$ cat src/rtl/core/yuvc_pkg.sv
// ----------------------------------------------------------------------------
// yuvc_pkg - shared types and constants of the yuv to bgra converter
// fixed-point coefficients, sizes, register indexes and the queue item type
// ----------------------------------------------------------------------------
package yuvc_pkg;

  // frame limits
  localparam int MAX_WIDTH  = 4096;
  localparam int MAX_HEIGHT = 4096;

  // config field width and register index width
  localparam int CFG_W     = 13;
  localparam int CFG_IDX_W = 2;

  // counter and line buffer sizing
  localparam int COUNT_W    = $clog2(MAX_WIDTH);
  localparam int ROW_W      = $clog2(MAX_HEIGHT);
  localparam int LINE_DEPTH = (MAX_WIDTH + 1) / 2;
  localparam int IDX_W      = $clog2(LINE_DEPTH);

  // queue between front and back
  localparam int QUEUE_DEPTH = 4;
  localparam int QPTR_W      = $clog2(QUEUE_DEPTH);
  localparam int QCNT_W      = $clog2(QUEUE_DEPTH + 1);

  // arithmetic: 16.16 coefficients, products and sums fit in 28 signed bits
  localparam int PROD_W = 28;
  localparam logic signed [PROD_W-1:0] K_LUMA    = 28'sd76283;
  localparam logic signed [PROD_W-1:0] K_RED_V   = 28'sd132251;
  localparam logic signed [PROD_W-1:0] K_GREEN_U = 28'sd53281;
  localparam logic signed [PROD_W-1:0] K_GREEN_V = 28'sd25624;
  localparam logic signed [PROD_W-1:0] K_BLUE_U  = 28'sd104595;
  localparam logic signed [PROD_W-1:0] ROUND_BIAS = 28'sd32768;
  localparam logic [7:0] LUMA_OFFSET   = 8'd16;
  localparam logic [7:0] CHROMA_OFFSET = 8'd128;
  localparam logic [7:0] ALPHA_OPAQUE  = 8'hff;

  localparam int SUM_W = 32;

  // register indexes
  typedef enum logic [CFG_IDX_W-1:0] {
    CFG_FRAME_WIDTH  = 2'd0,
    CFG_FRAME_HEIGHT = 2'd1,
    CFG_CHROMA_SUB   = 2'd2,
    CFG_ALPHA_PRES   = 2'd3
  } cfg_idx_t;

  // where a pixel's chroma pair comes from
  typedef enum logic [1:0] {
    SRC_DIRECT = 2'd0,
    SRC_FETCH  = 2'd1,
    SRC_LINE   = 2'd2,
    SRC_HELD   = 2'd3
  } chroma_src_t;

  // classified request handed from front to back
  typedef struct packed {
    logic [7:0]  luma;
    logic [15:0] pair;   // first chroma in low byte, second in high byte
    logic [7:0]  alpha;
    logic        last;
  } item_t;

  // 0 reads as 1, above the limit clips to the limit
  function automatic logic [CFG_W-1:0] eff_size(input logic [CFG_W-1:0] v,
                                                input logic [CFG_W-1:0] lim);
    logic [CFG_W-1:0] r;
    if (v == '0) begin
      r = CFG_W'(1);
    end else if (v > lim) begin
      r = lim;
    end else begin
      r = v;
    end
    return r;
  endfunction

  // round at bit 15, shift by 16, clamp to 0..255
  function automatic logic [7:0] to_channel(input logic signed [PROD_W-1:0] acc);
    logic signed [PROD_W-1:0] t;
    logic [7:0] r;
    t = acc + ROUND_BIAS;
    if (t[PROD_W-1]) begin
      r = 8'd0;
    end else if (t[PROD_W-2:24] != '0) begin
      r = 8'hff;
    end else begin
      r = t[23:16];
    end
    return r;
  endfunction

endpackage

$ cat src/rtl/core/yuvc_back.sv
// ----------------------------------------------------------------------------
// yuvc_back - color math, clamping and frame sums
// three elastic stages: products, round and clamp, accumulate and output
// ----------------------------------------------------------------------------
module yuvc_back
  import yuvc_pkg::*;
(
  input  logic             clk,
  input  logic             rst_n,
  // queue head
  input  item_t            q_head,
  input  logic             q_empty,
  output logic             q_pop,
  // result channel
  output logic             empty,
  input  logic             pop,
  output logic [7:0]       out_blue,
  output logic [7:0]       out_green,
  output logic [7:0]       out_red,
  output logic [7:0]       out_alpha_out,
  output logic             out_frame_end,
  output logic [SUM_W-1:0] out_sum_blue,
  output logic [SUM_W-1:0] out_sum_green,
  output logic [SUM_W-1:0] out_sum_red,
  output logic [SUM_W-1:0] out_sum_alpha
);

  // stage 1: products
  logic                     s1_valid_r;
  logic signed [PROD_W-1:0] s1_ky_r, s1_bu_r, s1_gu_r, s1_gv_r, s1_rv_r;
  logic [7:0]               s1_alpha_r;
  logic                     s1_last_r;
  // stage 2: channels
  logic                     s2_valid_r;
  logic [7:0]               s2_b_r, s2_g_r, s2_r_r, s2_a_r;
  logic                     s2_last_r;
  // output stage
  logic                     o_valid_r;
  logic [SUM_W-1:0]         acc_b_r, acc_g_r, acc_r_r, acc_a_r;
  logic [SUM_W-1:0]         sum_b, sum_g, sum_r, sum_a;

  logic                     s1_ready, s2_ready, o_ready;
  logic                     s1_load, s2_load, o_load;
  logic signed [PROD_W-1:0] y_ext, p_ext, q_ext;

  assign o_ready  = !o_valid_r || pop;
  assign s2_ready = !s2_valid_r || o_ready;
  assign s1_ready = !s1_valid_r || s2_ready;

  assign s1_load = !q_empty && s1_ready;
  assign s2_load = s1_valid_r && s2_ready;
  assign o_load  = s2_valid_r && o_ready;
  assign q_pop   = s1_load;

  assign y_ext = PROD_W'($signed({1'b0, q_head.luma}) - $signed({1'b0, LUMA_OFFSET}));
  assign p_ext = PROD_W'($signed({1'b0, q_head.pair[7:0]}) - $signed({1'b0, CHROMA_OFFSET}));
  assign q_ext = PROD_W'($signed({1'b0, q_head.pair[15:8]}) - $signed({1'b0, CHROMA_OFFSET}));

  always_ff @(posedge clk) begin
    if (!rst_n) begin
      s1_valid_r <= 1'b0;
      s2_valid_r <= 1'b0;
      o_valid_r  <= 1'b0;
    end else begin
      if (s1_ready) s1_valid_r <= !q_empty;
      if (s2_ready) s2_valid_r <= s1_valid_r;
      if (o_ready)  o_valid_r  <= s2_valid_r;
    end
  end

  always_ff @(posedge clk) begin
    if (s1_load) begin
      s1_ky_r    <= y_ext * K_LUMA;
      s1_bu_r    <= p_ext * K_BLUE_U;
      s1_gu_r    <= p_ext * K_GREEN_U;
      s1_gv_r    <= q_ext * K_GREEN_V;
      s1_rv_r    <= q_ext * K_RED_V;
      s1_alpha_r <= q_head.alpha;
      s1_last_r  <= q_head.last;
    end
  end

  always_ff @(posedge clk) begin
    if (s2_load) begin
      s2_b_r    <= to_channel(s1_ky_r + s1_bu_r);
      s2_g_r    <= to_channel(s1_ky_r - s1_gu_r - s1_gv_r);
      s2_r_r    <= to_channel(s1_ky_r + s1_rv_r);
      s2_a_r    <= s1_alpha_r;
      s2_last_r <= s1_last_r;
    end
  end

  assign sum_b = acc_b_r + SUM_W'(s2_b_r);
  assign sum_g = acc_g_r + SUM_W'(s2_g_r);
  assign sum_r = acc_r_r + SUM_W'(s2_r_r);
  assign sum_a = acc_a_r + SUM_W'(s2_a_r);

  // running sums clear after the frame's last pixel
  always_ff @(posedge clk) begin
    if (!rst_n) begin
      acc_b_r <= '0;
      acc_g_r <= '0;
      acc_r_r <= '0;
      acc_a_r <= '0;
    end else if (o_load) begin
      acc_b_r <= s2_last_r ? '0 : sum_b;
      acc_g_r <= s2_last_r ? '0 : sum_g;
      acc_r_r <= s2_last_r ? '0 : sum_r;
      acc_a_r <= s2_last_r ? '0 : sum_a;
    end
  end

  always_ff @(posedge clk) begin
    if (o_load) begin
      out_blue      <= s2_b_r;
      out_green     <= s2_g_r;
      out_red       <= s2_r_r;
      out_alpha_out <= s2_a_r;
      out_frame_end <= s2_last_r;
      out_sum_blue  <= sum_b;
      out_sum_green <= sum_g;
      out_sum_red   <= sum_r;
      out_sum_alpha <= sum_a;
    end
  end

  assign empty = !o_valid_r;

`ifndef ASSERT_OFF
  a_sums_clear: assert property (@(posedge clk) disable iff (!rst_n)
    (o_load && s2_last_r) |=>
      (acc_b_r == '0 && acc_g_r == '0 && acc_r_r == '0 && acc_a_r == '0))
    else $error("frame sums not cleared after frame end");

  a_stall_holds: assert property (@(posedge clk) disable iff (!rst_n)
    (s2_valid_r && !o_ready) |=> s2_valid_r)
    else $error("stage 2 request dropped during stall");
`endif

endmodule

$ cat config.mk
export PLATFORM = sky130hd
export DESIGN_NAME = yuvc_back
export DESIGN_NICKNAME = d
export VERILOG_FILES = /design/src/rtl/core/yuvc_pkg.sv /design/src/rtl/core/yuvc_back.sv
export SDC_FILE = /design/constraint.sdc
export NUM_CORES = 1
export LEC_CHECK = 0
export BUFFER_PORTS_ARGS = -buffer_cell sky130_fd_sc_hd__buf_2
export CAP_MARGIN = 10
export CORE_ASPECT_RATIO = 0.8
export CORE_MARGIN = 8
export CORE_UTILIZATION = 46
export CTS_BUF_LIST = sky130_fd_sc_hd__clkbuf_8
export CTS_CLUSTER_SIZE = 10
export DETAILED_ROUTE_END_ITERATION = 8
export SLEW_MARGIN = 20
export SYNTH_ARGS = -nofsm -noshare
export SYNTH_HDL_FRONTEND = slang
export SYNTH_SLANG_ARGS = --single-unit
$ cat constraint.sdc
create_clock -name clk -period 11 [get_ports clk]
set_input_delay 1.65 -clock clk [delete_from_list [all_inputs] [get_ports clk]]
set_output_delay 1.65 -clock clk [all_outputs]
set_load 0.02 [all_outputs]
# ---- Word-level counts from Yosys, hierarchy flattened
# Index checks and enable logic that the tools add are counted.
# W data, S select, Z words.
dict set report classes {
  multipliers 5
  addsub 14
  n_mux 7
  n_reduce_logical 13
}
# operator count
set op_table {}
lappend op_table {{$add A32 B8 Y32} 4}
lappend op_table {{$mux W32} 4}
lappend op_table {{$add A28 B17 Y28 const B} 3}
lappend op_table {{$add A28 B28 Y28} 2}
lappend op_table {{$sub A28 B28 Y28} 2}
lappend op_table {{$mul A9 B18 Y27 const B} 2}
lappend op_table {{$mul A9 B19 Y28 const B} 1}
lappend op_table {{$mul A9 B17 Y26 const B} 1}
lappend op_table {{$mux W8} 3}
lappend op_table {{$mul A9 B13 Y22 const B} 1}
lappend op_table {{$sub A8 B8 Y9 const B} 2}
lappend op_table {{$reduce_bool A3 Y1} 3}
lappend op_table {{$sub A8 B5 Y9 const B} 1}
lappend op_table {{$logic_not A1 Y1} 4}
lappend op_table {{$logic_and A1 B1 Y1} 3}
lappend op_table {{$logic_or A1 B1 Y1} 3}
dict set report word_totals {
  input_bits 37
  out_inout_bits 163
  word_cells 67
  ff_bits 471
}

# ---- Longest topological paths before layout
dict set report depth {
  word_depth 5
  ltp_mapped 22
  mapped_depth_nobuf 22
}

# ---- Worst setup path after synthesis
# No wires, ideal clock.
dict set report synth_path {
  kind {input to output}
  start {input port pop}
  end {output port q_pop}
  n_path_buf 0
  slack_ns 0.667
  arrival_time_ns 8.683
  path_stages 3
  required_time_ns 9.350
  path_cell_list {nor2_1 and2_1 a21oi_1}
}
dict set report synth_between {
  elab_chain_len 4
}
# item line
set synth_rtl {}
lappend synth_rtl {{from (decl)} yuvc_back.sv:16} ;# input logic pop,
lappend synth_rtl {{$logic_or A1 B1 Y1} yuvc_back.sv:46} ;# assign o_ready = !o_valid_r || pop;
lappend synth_rtl {{$logic_or A1 B1 Y1} yuvc_back.sv:47} ;# assign s2_ready = !s2_valid_r || o_ready;
lappend synth_rtl {{$logic_or A1 B1 Y1} yuvc_back.sv:48} ;# assign s1_ready = !s1_valid_r || s2_ready;
lappend synth_rtl {{$logic_and A1 B1 Y1} yuvc_back.sv:50} ;# assign s1_load = !q_empty && s1_ready;
lappend synth_rtl {{to (decl)} yuvc_back.sv:13} ;# output logic q_pop,
# Every way passes these cells.

# ---- Final worst setup path
dict set report layout_path {
  start {input port q_head[29] in the netlist's numbering}
  end {register s1_ky_r[26] (data pin)}
}
dict set report layout_between {
  elab_chain_len 2
}
# item line
set layout_rtl {}
lappend layout_rtl {{from (decl)} yuvc_back.sv:11} ;# input item_t q_head,
lappend layout_rtl {{$sub A8 B5 Y9} yuvc_back.sv:55} ;# assign y_ext = PROD_W'($signed({1'b0, q_head.luma}) - $signed({1'b0, LUMA_OFFSET}));
lappend layout_rtl {{$mul A9 B18 Y27} yuvc_back.sv:73} ;# s1_ky_r <= y_ext * K_LUMA;
lappend layout_rtl {{to (signal assigned)} yuvc_back.sv:73}
lappend layout_rtl {{to (decl)} yuvc_back.sv:30} ;# logic signed [PROD_W-1:0] s1_ky_r, s1_bu_r, s1_gu_r, s1_gv_r, s1_rv_r;
# Every way passes these cells.
# A chain may end at the register's enable or synchronous reset.

==> results.cfg <==
[logic_synthesis]
synth_nets = 3842
synth-async-reset-ratio_pct = 0
syn_inst = 3118
syn_area_sq_um = 33540
syn_area_per_cell_sq_um = 10.76
ys_seq_area_share_pct = 37.27
yosysUniqueCellTypes = 89
yosys_warnings = 0
synth-edff-count = 329
ys.flop_type = edfxtp_1
ys_seq_elements = 460

[clock_tree]
cts_resized = 0
cts.clk_slew.worst_paths_ps = 60
cts_buffers = 80
cts.sinks = 460
cts_hold_buf = 0
clock_path_buffers = 3
root_buffer = clkbuf_8
clkLatencyLatePin_ps = 690
htree_levels = 3
postCtsSetupBuffers = 0
cts_tree = done

[die]
io_pins = 200
die_area_sq_um = 81870
start_util_pct = 46.51
placementRows = 88
fp.coreArea_sq_um = 72120
fp.dieH_um = 257.5
dieWidth_um = 317.9

[min_path]
hold_start = s1_alpha_r[0]$_DFFE_PP_
hold_depth = 0
hold_class = flip-flop to flip-flop
hold-path-endpoint = s2_a_r[0]$_DFFE_PP_

[sta]
min_period_ps = 7292
final_hold_viol_count = 0
max_slew_margin_pct = 28.20
setup_tns_ps = 0
slew_viol_final = 0
fin_crit_sh_pct = 66.29
rsz0062_at_grt = false
worst_pin_slew_ps = 1075
hold_ws_ps = 421.9
fmax_ghz = 0.1371
setup_viol = 0
skew_ps = 44.16

[detailed_routing]
drc = 0
drt-initial-drc-count = 1555
drt-total-wl_um = 83210
vias_per_cell = 5.540
detail-route-antenna-nets = 0
drt-pass1-iter-count = 5
vias = 24040
wl_per_cell_um = 19.18

[global_route]
track_usage_pct = 19.98
antenna_found_initial = 2
grt_overflow = 0
grt_pass1_wl_um = 133200
grt_pass1_vias = 24260
grt_max_degree = 94

[run_status]
status = completed

[layout]
fillCellCount = 6433
nets = 4050
drive_gt1_share_pct = 10.93
layout_commonest_cell = ha_1
layout_common_cells = ha_1 (558), inv_1 (385), edfxtp_1 (329), buf_2 (199), xnor2_1 (165)
syn_to_final_growth_pct = 10.78

[setup_path]
cp_data_arrival_time_ps = 7700
worst_r2r_endpoint = s2_g_r[0]$_SDFFCE_PP0P_
rr_worst_depth = 12
cp-end-kind = flip-flop
reg2reg_slack_ps = 6360
crit_type = primary input to flip-flop
start_kind = primary input
crit_fanout = 7
r2r_start = s1_ky_r[4]$_DFFE_PP_
cp_data_required_time_ps = 11410

[pwr]
p_per_area_nw_per_um2 = 224.5
internal_power_mw = 4.901
ir_drop_mv = 0.1787
power.net_switching_mw = 3.441
clock_power_share_pct = 19.1
p_leak_nw = 17.06
pwr-share-comb_pct = 51.4
swShare_pct = 41.25
power.share.sequential_pct = 29.5

[place]
post-dp-hpwl_um = 63930
portBuffers = 199
gp_congestion = 0.8700

[flow_run]
cap_violations = 0
[power by group through the flow]
stage / combinational [mW] / sequential, mW / clock (mW)
after detailed placement: 4.22 / 2.49 / 0
after global routing: 4.88 / 2.48 / 1.71
final: 4.29 / 2.46 / 1.59
after global placement: 4.13 / 2.49 / 0
after floorplan: 3.17 / 2.38 / 0
after CTS: 4.29 / 2.46 / 1.65
[kinds of logic after synthesis]
kind of cell	share of synthesized area [%]
DFF	37.27
xor gates and xnor gates	5.927
and+or+nand+nor	9.952
adders and majority gates	28.51
muxes	0.1828
buffers and inverters	5.091
AOI/OAI and AO/OA	13.07
[worst max-delay path, stage by stage]
cell     delay, ps
buf_2          120
inv_1          220
ha_1           240
xor2_1         570
inv_1          220
fa_1           560
inv_1           50
ha_1           260
inv_1           50
fa_1           530
inv_1           60
fa_1           480
ha_1           300
ha_1           350
a31oi_1        180
o21ai_1        100
a21oi_1        210
a31oi_1        150
o41ai_2        480
o21ai_1        150
or4b_1         480
a31oi_1        220
xnor2_1         90
[cells in the mapped netlist (32+ instances only)]
library cell	count	area [sq um]
ha_1	558	6982
a21boi_1	41	307.8
nor2b_1	45	281.5
edfxtp_1	329	9879
inv_1	366	1374
nor3_1	41	205.2
or3_1	38	237.7
and2_1	36	225.2
nand3_1	69	345.3
a31oi_1	62	387.9
and3_1	32	200.2
fa_1	129	2582
o21bai_1	32	240.2
xor2_1	62	543.0
dfxtp_1	131	2623
a21o_1	49	367.9
nand4_1	32	200.2
nand2_1	130	488.0
a21oi_1	141	705.7
nor2_1	115	431.7
clkbuf_1	72	270.3
xnor2_1	165	1445
o21ai_0	115	575.6
[per-stage QoR]
stage               power (mW)  utilization [%]  setup slack [ps]  instance area [sq um]  cells
global placement         6.622            49.26              3236                  35520   4189
CTS                      8.395            51.51              3806                  37150   4338
detailed placement       6.709            49.26              3058                  35520   4189
finish                   8.343            51.53              3708                  37160   4339
floorplan                5.552                -             666.6                  33540   3118
global route             9.076            51.53              3241                  37160   4339
[how the worst max path moves through the flow]
stage | startpoint | end | slack, ps | cells after the start
after global placement | q_head[29] | s1_ky_r[26]$_DFFE_PP_ | 3240 | 23
after detailed placement | q_head[29] | s1_ky_r[26]$_DFFE_PP_ | 3060 | 23
final | q_head[29] | s1_ky_r[26]$_DFFE_PP_ | 3710 | 23
after CTS | q_head[29] | s1_ky_r[26]$_DFFE_PP_ | 3810 | 23
after global routing | q_head[29] | s1_ky_r[26]$_DFFE_PP_ | 3240 | 23
after floorplan | pop | q_pop | 670 | 3
[registers in the layout, indices dropped and copies added (netlist names), 32 cells and up]
signal,count
acc_a_r,32
acc_b_r,32
acc_g_r,32
acc_r_r,32
out_sum_alpha,32
out_sum_blue,32
out_sum_green,32
out_sum_red,32
[cell type report]
type | instances | area (sq um) | share of cell area, %
Clock inverter | 63 | 444.2 | 1.195
Tap cell | 945 | 1182 | 3.182
Inverter | 367 | 1383 | 3.721
Clock buffer | 86 | 1184 | 3.185
Antenna cell | 1 | 2.502 | 0.006734
Multi-Input combinational cell | 2206 | 19380 | 52.14
Timing Repair Buffer | 211 | 1086 | 2.923
Sequential cell | 460 | 12500 | 33.64
[per-layer routing]
layer	GRT usage, %	vias up	part of all wire (%)
met1	28.93	11600	49
met4	5.052	0	2.0
met5	0	-	0
met3	3.095	115	5.3
li1	-	11680	-
met2	31.23	641	44
Note: power is estimated with default switching activity, not from simulation.
