--- src/rtl/core/yuvc_pkg.sv ---
// ----------------------------------------------------------------------------
// yuvc_pkg - shared types and constants of the yuv to bgra converter
// fixed-point coefficients, sizes, register indexes and the queue item type
// ----------------------------------------------------------------------------
package yuvc_pkg;

  // frame limits
  localparam int MAX_WIDTH  = 4096;
  localparam int MAX_HEIGHT = 4096;

  // config field width and register index width
  localparam int CFG_W     = 13;
  localparam int CFG_IDX_W = 2;

  // counter and line buffer sizing
  localparam int COUNT_W    = $clog2(MAX_WIDTH);
  localparam int ROW_W      = $clog2(MAX_HEIGHT);
  localparam int LINE_DEPTH = (MAX_WIDTH + 1) / 2;
  localparam int IDX_W      = $clog2(LINE_DEPTH);

  // queue between front and back
  localparam int QUEUE_DEPTH = 4;
  localparam int QPTR_W      = $clog2(QUEUE_DEPTH);
  localparam int QCNT_W      = $clog2(QUEUE_DEPTH + 1);

  // arithmetic: 16.16 coefficients, products and sums fit in 28 signed bits
  localparam int PROD_W = 28;
  localparam logic signed [PROD_W-1:0] K_LUMA    = 28'sd76283;
  localparam logic signed [PROD_W-1:0] K_RED_V   = 28'sd132251;
  localparam logic signed [PROD_W-1:0] K_GREEN_U = 28'sd53281;
  localparam logic signed [PROD_W-1:0] K_GREEN_V = 28'sd25624;
  localparam logic signed [PROD_W-1:0] K_BLUE_U  = 28'sd104595;
  localparam logic signed [PROD_W-1:0] ROUND_BIAS = 28'sd32768;
  localparam logic [7:0] LUMA_OFFSET   = 8'd16;
  localparam logic [7:0] CHROMA_OFFSET = 8'd128;
  localparam logic [7:0] ALPHA_OPAQUE  = 8'hff;

  localparam int SUM_W = 32;

  // register indexes
  typedef enum logic [CFG_IDX_W-1:0] {
    CFG_FRAME_WIDTH  = 2'd0,
    CFG_FRAME_HEIGHT = 2'd1,
    CFG_CHROMA_SUB   = 2'd2,
    CFG_ALPHA_PRES   = 2'd3
  } cfg_idx_t;

  // where a pixel's chroma pair comes from
  typedef enum logic [1:0] {
    SRC_DIRECT = 2'd0,
    SRC_FETCH  = 2'd1,
    SRC_LINE   = 2'd2,
    SRC_HELD   = 2'd3
  } chroma_src_t;

  // classified request handed from front to back
  typedef struct packed {
    logic [7:0]  luma;
    logic [15:0] pair;   // first chroma in low byte, second in high byte
    logic [7:0]  alpha;
    logic        last;
  } item_t;

  // 0 reads as 1, above the limit clips to the limit
  function automatic logic [CFG_W-1:0] eff_size(input logic [CFG_W-1:0] v,
                                                input logic [CFG_W-1:0] lim);
    logic [CFG_W-1:0] r;
    if (v == '0) begin
      r = CFG_W'(1);
    end else if (v > lim) begin
      r = lim;
    end else begin
      r = v;
    end
    return r;
  endfunction

  // round at bit 15, shift by 16, clamp to 0..255
  function automatic logic [7:0] to_channel(input logic signed [PROD_W-1:0] acc);
    logic signed [PROD_W-1:0] t;
    logic [7:0] r;
    t = acc + ROUND_BIAS;
    if (t[PROD_W-1]) begin
      r = 8'd0;
    end else if (t[PROD_W-2:24] != '0) begin
      r = 8'hff;
    end else begin
      r = t[23:16];
    end
    return r;
  endfunction

endpackage

--- src/rtl/core/yuvc_queue.sv ---
// ----------------------------------------------------------------------------
// yuvc_queue - short request queue between front and back
// register-based fifo of classified pixels
// ----------------------------------------------------------------------------
module yuvc_queue
  import yuvc_pkg::*;
(
  input  logic  clk,
  input  logic  rst_n,
  input  logic  q_push,
  input  item_t q_item,
  output logic  q_full,
  input  logic  q_pop,
  output item_t q_head,
  output logic  q_empty
);

  item_t              slot_r [QUEUE_DEPTH];
  logic [QPTR_W-1:0]  wr_ptr_r, wr_ptr_nxt;
  logic [QPTR_W-1:0]  rd_ptr_r, rd_ptr_nxt;
  logic [QCNT_W-1:0]  count_r, count_nxt;
  logic               do_push, do_pop;

  assign q_full  = (count_r == QCNT_W'(QUEUE_DEPTH));
  assign q_empty = (count_r == '0);
  assign do_push = q_push && !q_full;
  assign do_pop  = q_pop && !q_empty;
  assign q_head  = slot_r[rd_ptr_r];

  always_comb begin
    wr_ptr_nxt = do_push ? wr_ptr_r + 1'b1 : wr_ptr_r;
    rd_ptr_nxt = do_pop ? rd_ptr_r + 1'b1 : rd_ptr_r;
    count_nxt  = count_r;
    if (do_push && !do_pop) begin
      count_nxt = count_r + 1'b1;
    end else if (do_pop && !do_push) begin
      count_nxt = count_r - 1'b1;
    end
  end

  always_ff @(posedge clk) begin
    if (!rst_n) begin
      wr_ptr_r <= '0;
      rd_ptr_r <= '0;
      count_r  <= '0;
    end else begin
      wr_ptr_r <= wr_ptr_nxt;
      rd_ptr_r <= rd_ptr_nxt;
      count_r  <= count_nxt;
    end
  end

  always_ff @(posedge clk) begin
    if (do_push) begin
      slot_r[wr_ptr_r] <= q_item;
    end
  end

`ifndef ASSERT_OFF
  a_count_bound: assert property (@(posedge clk) disable iff (!rst_n)
    count_r <= QCNT_W'(QUEUE_DEPTH))
    else $error("queue count out of range");
`endif

endmodule

--- config.mk ---
export PLATFORM = sky130hd
export DESIGN_NAME = yuvc_queue
export DESIGN_NICKNAME = d
export VERILOG_FILES = /design/src/rtl/core/yuvc_pkg.sv /design/src/rtl/core/yuvc_queue.sv
export SDC_FILE = /design/constraint.sdc
export NUM_CORES = 1
export LEC_CHECK = 0
export ABC_CLOCK_PERIOD_IN_PS = 4600
export BUFFER_PORTS_ARGS = -buffer_cell sky130_fd_sc_hd__buf_2
export CAP_MARGIN = 10
export CORE_MARGIN = 4
export CORE_UTILIZATION = 53
export CTS_CLUSTER_DIAMETER = 100
export DETAILED_ROUTE_END_ITERATION = 10
export GPL_TIMING_DRIVEN = 0
export HOLD_SLACK_MARGIN = 0.1
export PLACE_DENSITY = 0.82
export SYNTH_ARGS = -nofsm -noshare
export SYNTH_HDL_FRONTEND = slang
export SYNTH_SLANG_ARGS = --single-unit
--- constraint.sdc ---
create_clock -name clk -period 4.6 [get_ports clk]
set_input_delay 0.23 -clock clk [delete_from_list [all_inputs] [get_ports clk]]
set_output_delay 0.23 -clock clk [all_outputs]
set_load 0.01 [all_outputs]
### Word level (Yosys, flattened, before mapping)

Memory sizes are Yosys's and may differ from the RTL's. A register that Yosys moved wholly into a read port is not among the register bits.
Cells that the tools add are included.

* register bits: 7
* RAM bits: 132
* bits of input ports: 37
* output and inout bits: 35
* word-level logic and storage cells: 25
* memories kept: 1

Memory list
* slot_r: words 4, bits a word 33, rd ports 1, clocked after Yosys merged registers in 1, write ports 1, RTL line yuvc_queue.sv:18 `item_t slot_r [QUEUE_DEPTH];`

* add/sub/neg operators: 4
* equal/unequal tests: 1
* multiplexer cells: 6
* reduce and logical (&&, ||, !) cells: 10

Operators with widths (number)
* $mux 3: 2
* $add 2x1->2 const B: 2
* $logic_and 1x1->1: 4
* $logic_not 1->1: 4
* $mux 2: 2
* $add 3x1->3 const B: 1
* $eq 3x3->1 const B: 1
* $logic_not 3->1: 1
* $sub 3x1->3 const B: 1
* $mux 1: 2
* $reduce_bool 2->1: 1

### Longest topological paths before layout

Gate-level depths: netlist of the first run.

* word-level depth: 7
* depth in mapped cells: 9
* gate-level depth less buffers: 8

### Worst setup path before layout of the first run

OpenSTA, ideal clock, no wires.

* path type: register -> register
* start point: register count_r[0]
* end point: register count_r[2]
* library setup time: 0.076 ns
* arrival: 1.977 ns
* required time: 4.524 ns
* slack: 2.548 ns
* cell stages (with the launch flop): 10
* path buffers: 1
* clock period less this slack: 2.052 ns
* cell sequence: dfxtp_1 > nor3b_2 > nor2b_1 > buf_6 > ha_1 > inv_1 > fa_1 > xor2_1 > or3_1 > a21boi_0

* longest elaborated chain between the ends: 6
* elaborated cells between the ends (all ways): 15
* those cells by class: add/sub (2); eq/ne (1); mux (2); reduce/logical (10)

RTL lines
* start, declared: RTL line yuvc_queue.sv:21 `logic [QCNT_W-1:0] count_r, count_nxt;`
* start signal, assigned: RTL line yuvc_queue.sv:49 `count_r <= count_nxt;`
* $eq 3x3->1 (*): RTL line yuvc_queue.sv:24 `assign q_full = (count_r == QCNT_W'(QUEUE_DEPTH));`
* named net q_full: RTL line yuvc_queue.sv:12 `output logic q_full,`
* $logic_not 1->1 (*): RTL line yuvc_queue.sv:26 `assign do_push = q_push && !q_full;`
* $logic_and 1x1->1 (*): RTL line yuvc_queue.sv:26
* named net do_push: RTL line yuvc_queue.sv:22 `logic do_push, do_pop;`
* $logic_not 1->1: RTL line yuvc_queue.sv:36 `end else if (do_pop && !do_push) begin`
* $logic_and 1x1->1: RTL line yuvc_queue.sv:36
* $reduce_bool 2->1 (no line)

The timed path passes the listed nets; every way through them passes the cells marked *. The select of a mux whose other input is x is not followed.
A chain may end at the register's enable or synchronous reset.

### Worst setup path after layout of the first run

* start point: register count_r[0]
* end point: register count_r[2]

* longest elaborated chain between the ends: 6
* elaborated cells between the ends (all ways): 15
* those cells by class: add/sub (2); eq/ne (1); mux (2); reduce/logical (10)

RTL lines (RTL line)
* $eq 3x3->1 (*): yuvc_queue.sv:24
* $logic_not 1->1 (*): yuvc_queue.sv:26
* $logic_and 1x1->1 (*): yuvc_queue.sv:26
* named net do_push: yuvc_queue.sv:22
* $logic_not 1->1: yuvc_queue.sv:36
* $logic_and 1x1->1: yuvc_queue.sv:36
* $reduce_bool 2->1 (no line)

Marks and branches as above.

==> impl_results.md, run 1 <==
- Critical Path Source: count_r[0]$_SDFFE_PN0P_
- Power per standard cell area: around 570 mW/mm^2
- Crit-path cells: nor3b_2, nor2b_1, buf_6, ha_1, inv_1, fa_1, xor2_1, or3_1, a21boi_0
- Mapped Cells: around 220
- Via count of the first global-routing pass: ~2800
- Slew of the pin with the lowest slew margin: a little over 900 ps
- H-tree depth: 4
- Reg2reg end: count_r[2]$_SDFFE_PN0P_
- #FFs+latches synth: ~140
- Setup TNS: 0 ps
- Status: finished clean
- # diodes: 0
- Seq/Total Area, Yosys: 0.782
- Clock buffer depth: 2
- Clk Latency, worst-skew pair: ~510 ps
- Die width: roughly 110 um
- DPL Wire Length: between 5000 and 6000 um
- Drt total wl: roughly 9000 um
- Core box area: between 0.009 and 0.01 mm^2
- Post-Route Skew: 11.3 ps
- Layout cells sized above 1: 0.403
- Via-per-instance ratio: approximately 5.2
- Tmin final: roughly 2300 ps
- WP data required: approximately 5000 ps
- Setup WS pre-CTS: 2340 ps
- Crit Path Class: flip-flop to flip-flop
- Final hold viol count: 0
- Period utilization: 0.493
- Mapped Nets: approximately 260
- Post-CTS Setup Inserts: 0
- Largest net degree at the start of global routing: 34
- Row cnt: 36
- Gr usage total: 0.169
- Nets: about 390
- Synth area leader: edfxtp_1
- Highest-delay cell along the critical path: dfxtp_1
- Synth Cell Area: around 0.0053 mm^2
- Count of final setup violators: 0
- CP max stage delay: 500 ps
- Leak Pwr: 2.37 nW
- Clk root buf: clkbuf_8
- CP delay by family, top: adder cells
- Max Fclk: 441 MHz
- Nature of the critical path startpoint: flip-flop
- Crit path buffers/inverters: 2
- Residual DRC: 0
- Vert. Die Dim: about 110 um
- Average wire per standard cell: around 18 um
- I/O pins: 72
- Grt ovf: 0
- First-pass GRT wire length: 14300 um
- Area growth, synth to finish: 28.1%
- YS warnings: 0
- Slew HR: 0.380
- Critical Path AT: between 2000 and 3000 ps
- DR vias: around 2600
- Maximum vdd drop: 0.311 mV
- RR Startpoint: count_r[0]$_SDFFE_PN0P_
- Clk pin slew, worst setup/hold paths: roughly 60 ps
- Most common cell after layout, fill and taps aside: edfxtp_1
- Avg Inst Size Synth: between 20 and 25 um^2
- Drt initial violations: just over 90
- Crit Path Max Fanout: 7
- Top cells by area, synth: edfxtp_1, mux4_2, dfxtp_1, mux4_1, ha_1
- IO Port Bufs: 70
- Setup repair after global routing missed its margin: false
- Pre-antenna DRT Iters: 4
- Area of the die: ~0.012 mm^2
- Reg-to-reg slack, setup: roughly 2300 ps
- Final max-slew violation count: 0
- Max-cap check violation count: 0
- CTS tree: done
- Setup ws final: approximately 2300 ps
- CTS Buf Count: 17
- Initial core utilization: 0.542
- Crit path capture type: flip-flop
- Clk sinks: 141
- Post-route ant nets: 0
- Most frequent cells in the layout: edfxtp_1, buf_2, dlygate4sd3_1
- GPL Wtd Cong: approximately 0.64
- Critical path destination: count_r[2]$_SDFFE_PN0P_
- Initial antenna violation count: 0
- Synth cell types: 24
- Worst-case reg-to-reg path depth: 9
- Min-Delay Path Class: input pin to flip-flop
- Synth top area share: 0.748
- Stages on worst setup path: 9
- Final Util: 0.694
[worst min-delay path, stage by stage]
cell	delay, ps
buf_2	110
o31ai_2	70
xnor2_1	80
and2_1	150
[cells in the mapped netlist]
cell type,instances
mux4_2,30
or3_1,1
nand2_1,4
dfxtp_1,9
and2_1,8
xnor2_1,3
o21ai_0,1
buf_2,3
o311ai_1,1
nor2b_1,2
mux4_1,3
clkbuf_1,2
nor3b_2,1
inv_1,3
xor2_1,1
nor3_1,1
buf_12,3
edfxtp_1,132
o31ai_2,1
mux2i_1,3
buf_6,2
ha_1,5
a21boi_0,1
fa_1,1
[cell type report]
cell class	instances	area [um^2]
Timing Repair Buffer	104	691
Clock inverter	10	163
Fill cell	653	2990
Sequential cell	141	4140
Clock buffer	22	463
Tap cell	133	166
Inverter	3	11.3
Multi-Input combinational cell	67	1040
Buffer	10	105
[through the flow]
stage          hold WS, ps  std cells  total power, mW  area (um^2)
4_1_cts                151        490             3.94         6790
3_5_place_dp           448        424             2.50         5820
5_1_grt                202        490             4.07         6790
2_1_floorplan          329        221             2.22         5300
6_report               176        490             3.89         6790
3_3_place_gp           441        424             2.48         5810
[what timing repair did]
item,in CTS,in global routing
resized for setup,0,0
hold buffers,34,0
setup endpoints to repair,0,0
hold endpoints to repair,135,0
[power by group]
group / total (mW) / switching [mW] / internal (mW)
combinational: 0.866 / 0.412 / 0.453
sequential: 1.61 / 0.0492 / 1.56
clock: 1.41 / 0.485 / 0.922
total: 3.89 / 0.946 / 2.94
[logic make-up after synthesis]
logic type	after synthesis	synth area share
fa+ha+maj	6	0.0156
compound gates	4	0.00638
simple gates	17	0.0191
mux	36	0.148
flops	141	0.782
xor+xnor	4	0.00661
buf+inv	13	0.0220
[registers in the layout (all words and copies together) (netlist names), named ones only]
signal	flops
rd_ptr_r	2
count_r	3
slot_r	132
wr_ptr_r	2
[how the worst min path moves through the flow]
stage / from / end / cells after the start
3_3_place_gp: q_item[7] / slot_r[1][7]$_DFFE_PP_ / 1
2_1_floorplan: q_item[0] / slot_r[0][0]$_DFFE_PP_ / 0
6_report: q_pop / rd_ptr_r[0]$_SDFFE_PN0P_ / 4
5_1_grt: q_pop / rd_ptr_r[0]$_SDFFE_PN0P_ / 4
3_5_place_dp: q_item[32] / slot_r[2][32]$_DFFE_PP_ / 1
4_1_cts: q_pop / rd_ptr_r[0]$_SDFFE_PN0P_ / 4
[layer usage]
metal,vias to the layer above,GRT usage,share of wire
met5,-,0,0
met4,0,0.0622,0.015
met3,13,0.0472,0.044
met2,59,0.285,0.52
met1,1309,0.211,0.42
li1,1169,-,-
No activity file was read; power rests on OpenSTA's default activity.
==> inputs of run 2 (changes only) <==
- ABC_CLOCK_PERIOD_IN_PS: 4600 -> 2300
- clock period: 4.6 -> 2.3 ns (I/O delays scaled with it)
==> impl_results.md, run 2 (synthesized netlist as in run 1, its figures left out) <==
- Gr usage total: 0.170 (+0.000787)
- Crit path capture type: flip-flop
- I/O pins: 72 (unchanged)
- Leak Pwr: 2.38 nW (+0.69%)
- Reg-to-reg slack, setup: 150 ps (-2190 ps)
- Post-CTS Setup Inserts: 0 (unchanged)
- RR Startpoint: count_r[2]$_SDFFE_PN0P_
- Slew of the pin with the lowest slew margin: 925 ps (-4.51 ps)
- Final max-slew violation count: 0 (unchanged)
- Reg2reg end: count_r[2]$_SDFFE_PN0P_
- CTS Buf Count: 17 (unchanged)
- Critical path destination: count_r[2]$_SDFFE_PN0P_
- Top reg by flops: slot_r
- First-pass GRT wire length: 14400 um (+0.58%)
- Setup ws final: 146 ps (-2190 ps)
- Average wire per standard cell: 18.3 um (+0.13%)
- Setup repair after global routing missed its margin: false
- Initial core utilization: 0.542 (unchanged)
- Worst-case reg-to-reg path depth: 9 (unchanged)
- Power per standard cell area: 1140 mW/mm^2 (+99%)
- Area growth, synth to finish: 28.8%
- Drt initial violations: 80 (-12%)
- Die width: 108 um (unchanged)
- Max reg flops: 132 (unchanged)
- Clk pin slew, worst setup/hold paths: 60 ps (about the same)
- Clk root buf: clkbuf_8
- Post-route cell area: 0.00682 mm^2 (+0.53%)
- Drt total wl: 9030 um (+0.75%)
- Area of the die: 0.0117 mm^2 (unchanged)
- CTS tree: done
- Crit Path Class: flip-flop to flip-flop
- Nature of the critical path startpoint: flip-flop
- Max Fclk: 464 MHz (+5.3%)
- Core box area: 0.00977 mm^2 (unchanged)
- GPL Wtd Cong: 0.642 (unchanged)
- Via count of the first global-routing pass: 2777 (+0.36%)
- Placed Cells: 424 (unchanged)
- Residual DRC: 0 (unchanged)
- Most frequent cells in the layout: edfxtp_1, buf_2, dlygate4sd3_1
- Layout filler cell count: 649 (-0.61%)
- Worst hold start: q_item[15]
- Vert. Die Dim: 108 um (unchanged)
- Layout cells sized above 1: 0.408 (+0.00497)
- Post-Route Skew: 15.0 ps (+3.74 ps)
- Crit Path Max Fanout: 7 (unchanged)
- Largest net degree at the start of global routing: 34 (unchanged)
- Tmin final: 2150 ps (-114 ps)
- Post-route ant nets: 0 (unchanged)
- Status: finished clean
- DPL Wire Length: 5130 um (unchanged)
- Critical Path Source: count_r[2]$_SDFFE_PN0P_
- Nets: 390 (+0.78%)
- Biggest regs: slot_r: 132 flops, count_r: 3 flops
- Via-per-instance ratio: 5.19 (-0.34%)
- Final hold viol count: 0 (unchanged)
- Most common cell after layout, fill and taps aside: edfxtp_1
- Clk sinks: 141 (unchanged)
- Critical Path AT: 2600 ps (-90 ps)
- Pre-antenna DRT Iters: 6 (+2)
- Max-cap check violation count: 0 (unchanged)
- Clk Latency, worst-skew pair: 510 ps (about the same)
- Min-Delay Path Class: input pin to flip-flop
- Period utilization: 0.937 (+0.444)
- Maximum vdd drop: 0.621 mV (+100%)
- H-tree depth: 4 (unchanged)
- IO Port Bufs: 70 (unchanged)
- Initial antenna violation count: 0 (unchanged)
- Grt ovf: 0 (unchanged)
- Count of final setup violators: 0 (unchanged)
- WP data required: 2740 ps (-2280 ps)
- # diodes: 0 (unchanged)
- Final non-filler cell total: 493 (+0.61%)
- Clock buffer depth: 2 (unchanged)
- DR vias: 2557 (+0.27%)
- Slew HR: 0.383 (+0.00301)
- Row cnt: 36 (unchanged)
- DP Area: 0.00582 mm^2 (unchanged)
- Setup WS pre-CTS: 37.8 ps (-2300 ps)
run 2: cell types whose count changed in the layout (fill, tap and decap cells not counted):
cell and delta:
a21boi_2 +1, dfxtp_1 -2, dlygate4sd3_1 +3, a21boi_0 -1
dfxtp_2 +2
run 2: how the worst min path moves through the flow:
stage	to	slack [ps]	cells after the start
detailed placement	slot_r[2][32]$_DFFE_PP_	330	1
CTS	slot_r[3][12]$_DFFE_PP_	320	2
finish	slot_r[3][15]$_DFFE_PP_	350	2
global placement	slot_r[1][7]$_DFFE_PP_	330	1
global route	slot_r[3][22]$_DFFE_PP_	350	2
floorplan	slot_r[0][0]$_DFFE_PP_	210	0
run 2: layout make-up:
cell class	instances	area [um^2]	area share
Buffer	10	105	0.0154
Clock buffer	22	463	0.0679
Clock inverter	10	163	0.0238
Inverter	3	11.3	0.00165
Multi-Input combinational cell	67	1050	0.153
Sequential cell	141	4150	0.608
Tap cell	133	166	0.0244
Timing Repair Buffer	107	721	0.106
run 2: repair_timing:
item / 4_1_cts / 5_1_grt
hold buffers: 37 / 0
resized for setup: 0 / 4
endpoints found under the hold margin: 141 / 0
endpoints found under the setup margin: 0 / 1
run 2: per-layer routing:
| metal | GRT usage | vias up | wire length [um] |
|---|---|---|---|
| li1 | - | 1174 | - |
| met1 | 0.213 | 1310 | 3840 |
| met2 | 0.286 | 63 | 4720 |
| met3 | 0.0472 | 10 | 368 |
| met4 | 0.0622 | 0 | 95 |
| met5 | 0 | - | 0 |
run 2: critical path, stage by stage (launching register included):
cell	delay, ps
dfxtp_1	350
nor3b_2	180
nor2b_1	140
buf_6	140
ha_1	200
inv_1	70
fa_1	380
xor2_1	160
or3_1	330
a21boi_2	150
run 2: where the power goes:
part	leakage [nW]	switching, mW	total [mW]	internal (mW)
clock network	0.289	0.965	2.81	1.84
registers	1.28	0.0991	3.23	3.13
logic	0.809	0.833	1.75	0.916
run 2: per-stage QoR:
stage / TNS, ps / utilization / hold WS (ps) / power [mW]
5_1_grt: 0 / 0.698 / 351 / 8.15
2_1_floorplan: 0 / - / 214 / 4.44
4_1_cts: 0 / 0.697 / 323 / 7.88
3_5_place_dp: 0 / 0.595 / 333 / 5.01
6_report: 0 / 0.698 / 354 / 7.79
3_3_place_gp: -44010 / 0.595 / 326 / 4.96
==> inputs of run 3 (changes only) <==
- ABC_AREA: default -> 1
==> impl_results.md, run 3 <==
- Status: finished clean
- Mux share of post-synthesis cell area: 0 (-0.148)
- Seq/Total Area, Yosys: 0.766 (-0.0161)
- Cell with the most instances after synthesis: edfxtp_1
- Setup ws final: 220 ps (+73.8 ps)
- Initial core utilization: 0.548 (+0.00634)
- Clock buffer depth: 2 (unchanged)
- Via count of the first global-routing pass: 3904 (+41%)
- Mapped Cells: 389 (+76%)
- Die width: 109 um (+0.97%)
- Footprint of the multi-input gates: 0.00106 mm^2 (+1.8%)
- Compound-Gate Fraction of Synth Area: 0.103 (+0.0966)
- DP Area: 0.00606 mm^2 (+4.2%)
- Clk Latency, worst-skew pair: 530 ps (+20 ps)
- Vert. Die Dim: 109 um (+0.97%)
- Initial antenna violation count: 0 (unchanged)
- Largest net degree at the start of global routing: 25 (-26%)
- Mapped Nets: 432 (+64%)
- Pre-antenna DRT Iters: 5 (-1)
- Period utilization: 0.905 (-0.0321)
- Top reg by flops: slot_r
- Setup repair after global routing missed its margin: false
- Max reg flops: 132 (unchanged)
- Max-cap check violation count: 0 (unchanged)
- DPL Wire Length: 7520 um (+47%)
- CTS tree: done
- Area of the die: 0.0119 mm^2 (+1.9%)
- Maximum vdd drop: 1.02 mV (+64%)
- Max Fclk: 481 MHz (+3.5%)
- Synth Cell Area: 0.00541 mm^2 (+2.1%)
- Ys flop type: edfxtp_1
- Biggest regs: slot_r: 132 flops, count_r: 3 flops
- Register area: 0.00414 mm^2 (about the same)
- Nature of the critical path startpoint: flip-flop
- Critical Path AT: 1970 ps (-630 ps)
- Gr usage total: 0.222 (+0.0521)
- Post-CTS Setup Inserts: 0 (unchanged)
- Avg Inst Size Synth: 13.9 um^2 (-42%)
- Drt total wl: 12600 um (+39%)
- Synth Area in Adders: 0.0153 (-0.000321)
- I/O pins: 72 (unchanged)
- First-pass GRT wire length: 19300 um (+34%)
- Clk pin slew, worst setup/hold paths: 70 ps (about the same)
- Via-per-instance ratio: 5.58 (+7.5%)
- DR vias: 3713 (+45%)
- Crit-path cells: inv_2, clkbuf_1, o21ai_0, o22ai_1, buf_2
- Most instantiated cells after synthesis: edfxtp_1, nor2_1, o21ai_0, o22ai_1, o21ai_1
- Final hold viol count: 0 (unchanged)
- Leak Pwr: 2.61 nW (+9.3%)
- Core box area: 0.00986 mm^2 (+0.92%)
- Largest family of logic cells by synthesized area: compound AO/OA/AOI/OAI gates
- Fin Hold WS: 338 ps (-15.5 ps)
- Setup WS pre-CTS: 123 ps (+85.4 ps)
- Drt initial violations: 366 (+360%)
- #FFs+latches synth: 141 (unchanged)
- Xor-xnor portion of the synthesized cell area: 0.00162 (-0.00499)
- Synth top area share: 0.733 (-0.0154)
- Top cells by area, synth: edfxtp_1, nor2_1, o21ai_0, o22ai_1, dfxtp_1
- Post-Route Skew: 8.17 ps (-6.84 ps)
- Area growth, synth to finish: 30.1%
- Most common cell after layout, fill and taps aside: edfxtp_1
- Crit path buffers/inverters: 3 (+1)
- Row cnt: 36 (unchanged)
- Crit Path Max Fanout: 10 (+3)
- Final max-slew violation count: 0 (unchanged)
- Tmin final: 2080 ps (-73.8 ps)
- Grt ovf: 0 (unchanged)
- GPL Wtd Cong: 0.740 (+15%)
- Synth async-reset ratio: 0 (unchanged)
- Nets: 563 (+44%)
- # diodes: 0 (unchanged)
- WP data required: 2180 ps (-560 ps)
- Highest-delay cell along the critical path: clkbuf_1
- Post-route cell area: 0.00704 mm^2 (+3.1%)
- H-tree depth: 4 (unchanged)
- Slew of the pin with the lowest slew margin: 655 ps (-270 ps)
- Residual DRC: 0 (unchanged)
- Post-synth EDFFs: 132 (unchanged)
- Power per standard cell area: 1140 mW/mm^2 (-0.53%)
- Average wire per standard cell: 18.9 um (+2.9%)
- Layout cells sized above 1: 0.246 (-0.163)
- Post-Synth Simple-Gate Area: 0.0710 (+0.0519)
- Post-route ant nets: 0 (unchanged)
- Layout filler cell count: 602 (-7.2%)
- CP delay by family, top: buffers and inverters
- Most frequent cells in the layout: edfxtp_1, buf_2, nor2_1
- Synth area leader: edfxtp_1
- Crit Path Class: flip-flop to primary output
- Count of final setup violators: 0 (unchanged)
- Clk root buf: clkbuf_8
- CP max stage delay: 430 ps (+50 ps)
- Synth cell types: 20 (-17%)
- Slew HR: 0.562 (+0.179)
- Min-Delay Path Class: input pin to flip-flop
- IO Port Bufs: 71 (+1.4%)
- Crit path capture type: primary output
- CTS Buf Count: 17 (unchanged)
- Clk sinks: 141 (unchanged)
- YS warnings: 0 (unchanged)
==> run 3: layout make-up <==
class                   instances  area share
clock buffers                  17      0.0589
flip-flops and latches        141       0.589
inverters                      18     0.00960
multi-input cells             210       0.151
plain buffers                  20      0.0235
well taps                     133      0.0237
repair buffers                112       0.118
clock inverters                15      0.0263
==> run 3: path summary, 6_finish.rpt <==
| path | cells past startpoint | slack, ps | to | start |
|---|---|---|---|---|
| worst min register to register | 2 | 510 | rd_ptr_r[0]$_SDFFE_PN0P_ | rd_ptr_r[0]$_SDFFE_PN0P_ |
| worst max register to register | 9 | 250 | count_r[1]$_SDFFE_PN0P_ | count_r[0]$_SDFFE_PN0P_ |
| worst min-delay path | 2 | 340 | slot_r[3][22]$_DFFE_PP_ | q_item[22] |
| worst max-delay path | 5 | 220 | q_head[31] | flip-flop |
==> run 3: report_power, final <==
part | internal [mW] | switching, mW | total (mW)
Combinational | 0.762 | 1.25 | 2.01
Sequential | 3.12 | 0.105 | 3.23
Clock | 1.67 | 1.08 | 2.75
==> run 3: cells by family after synthesis <==
group	Yosys count
AO/OA/AOI/OAI	103
XOR/XNOR	1
adder cells (fa/ha/maj)	6
buffers and inverters	38
flip-flops	141
AND/OR/NAND/NOR	100
==> run 3: what timing repair did <==
item                       in CTS  in global routing
gates resized for setup         0                  1
hold endpoints to repair      141                  0
setup endpoints to repair       0                  2
hold buffers                   37                  0
==> run 3: through the flow <==
stage	power (mW)	TNS [ps]	std cells	util
6_report	7.99	0	666	0.713
5_1_grt	8.34	0	666	0.713
4_1_cts	7.99	0	666	0.713
3_5_place_dp	5.21	0	597	0.615
3_3_place_gp	5.06	-158580	593	0.601
2_1_floorplan	4.40	-23600	389	-
==> run 3: per-layer routing <==
layer  wire (um)  vias up  track usage
met5           0        -            0
met4         179        0       0.0893
met3         925       14       0.0586
met2        6600      177        0.394
met1        4850     1825        0.254
li1            -     1697            -
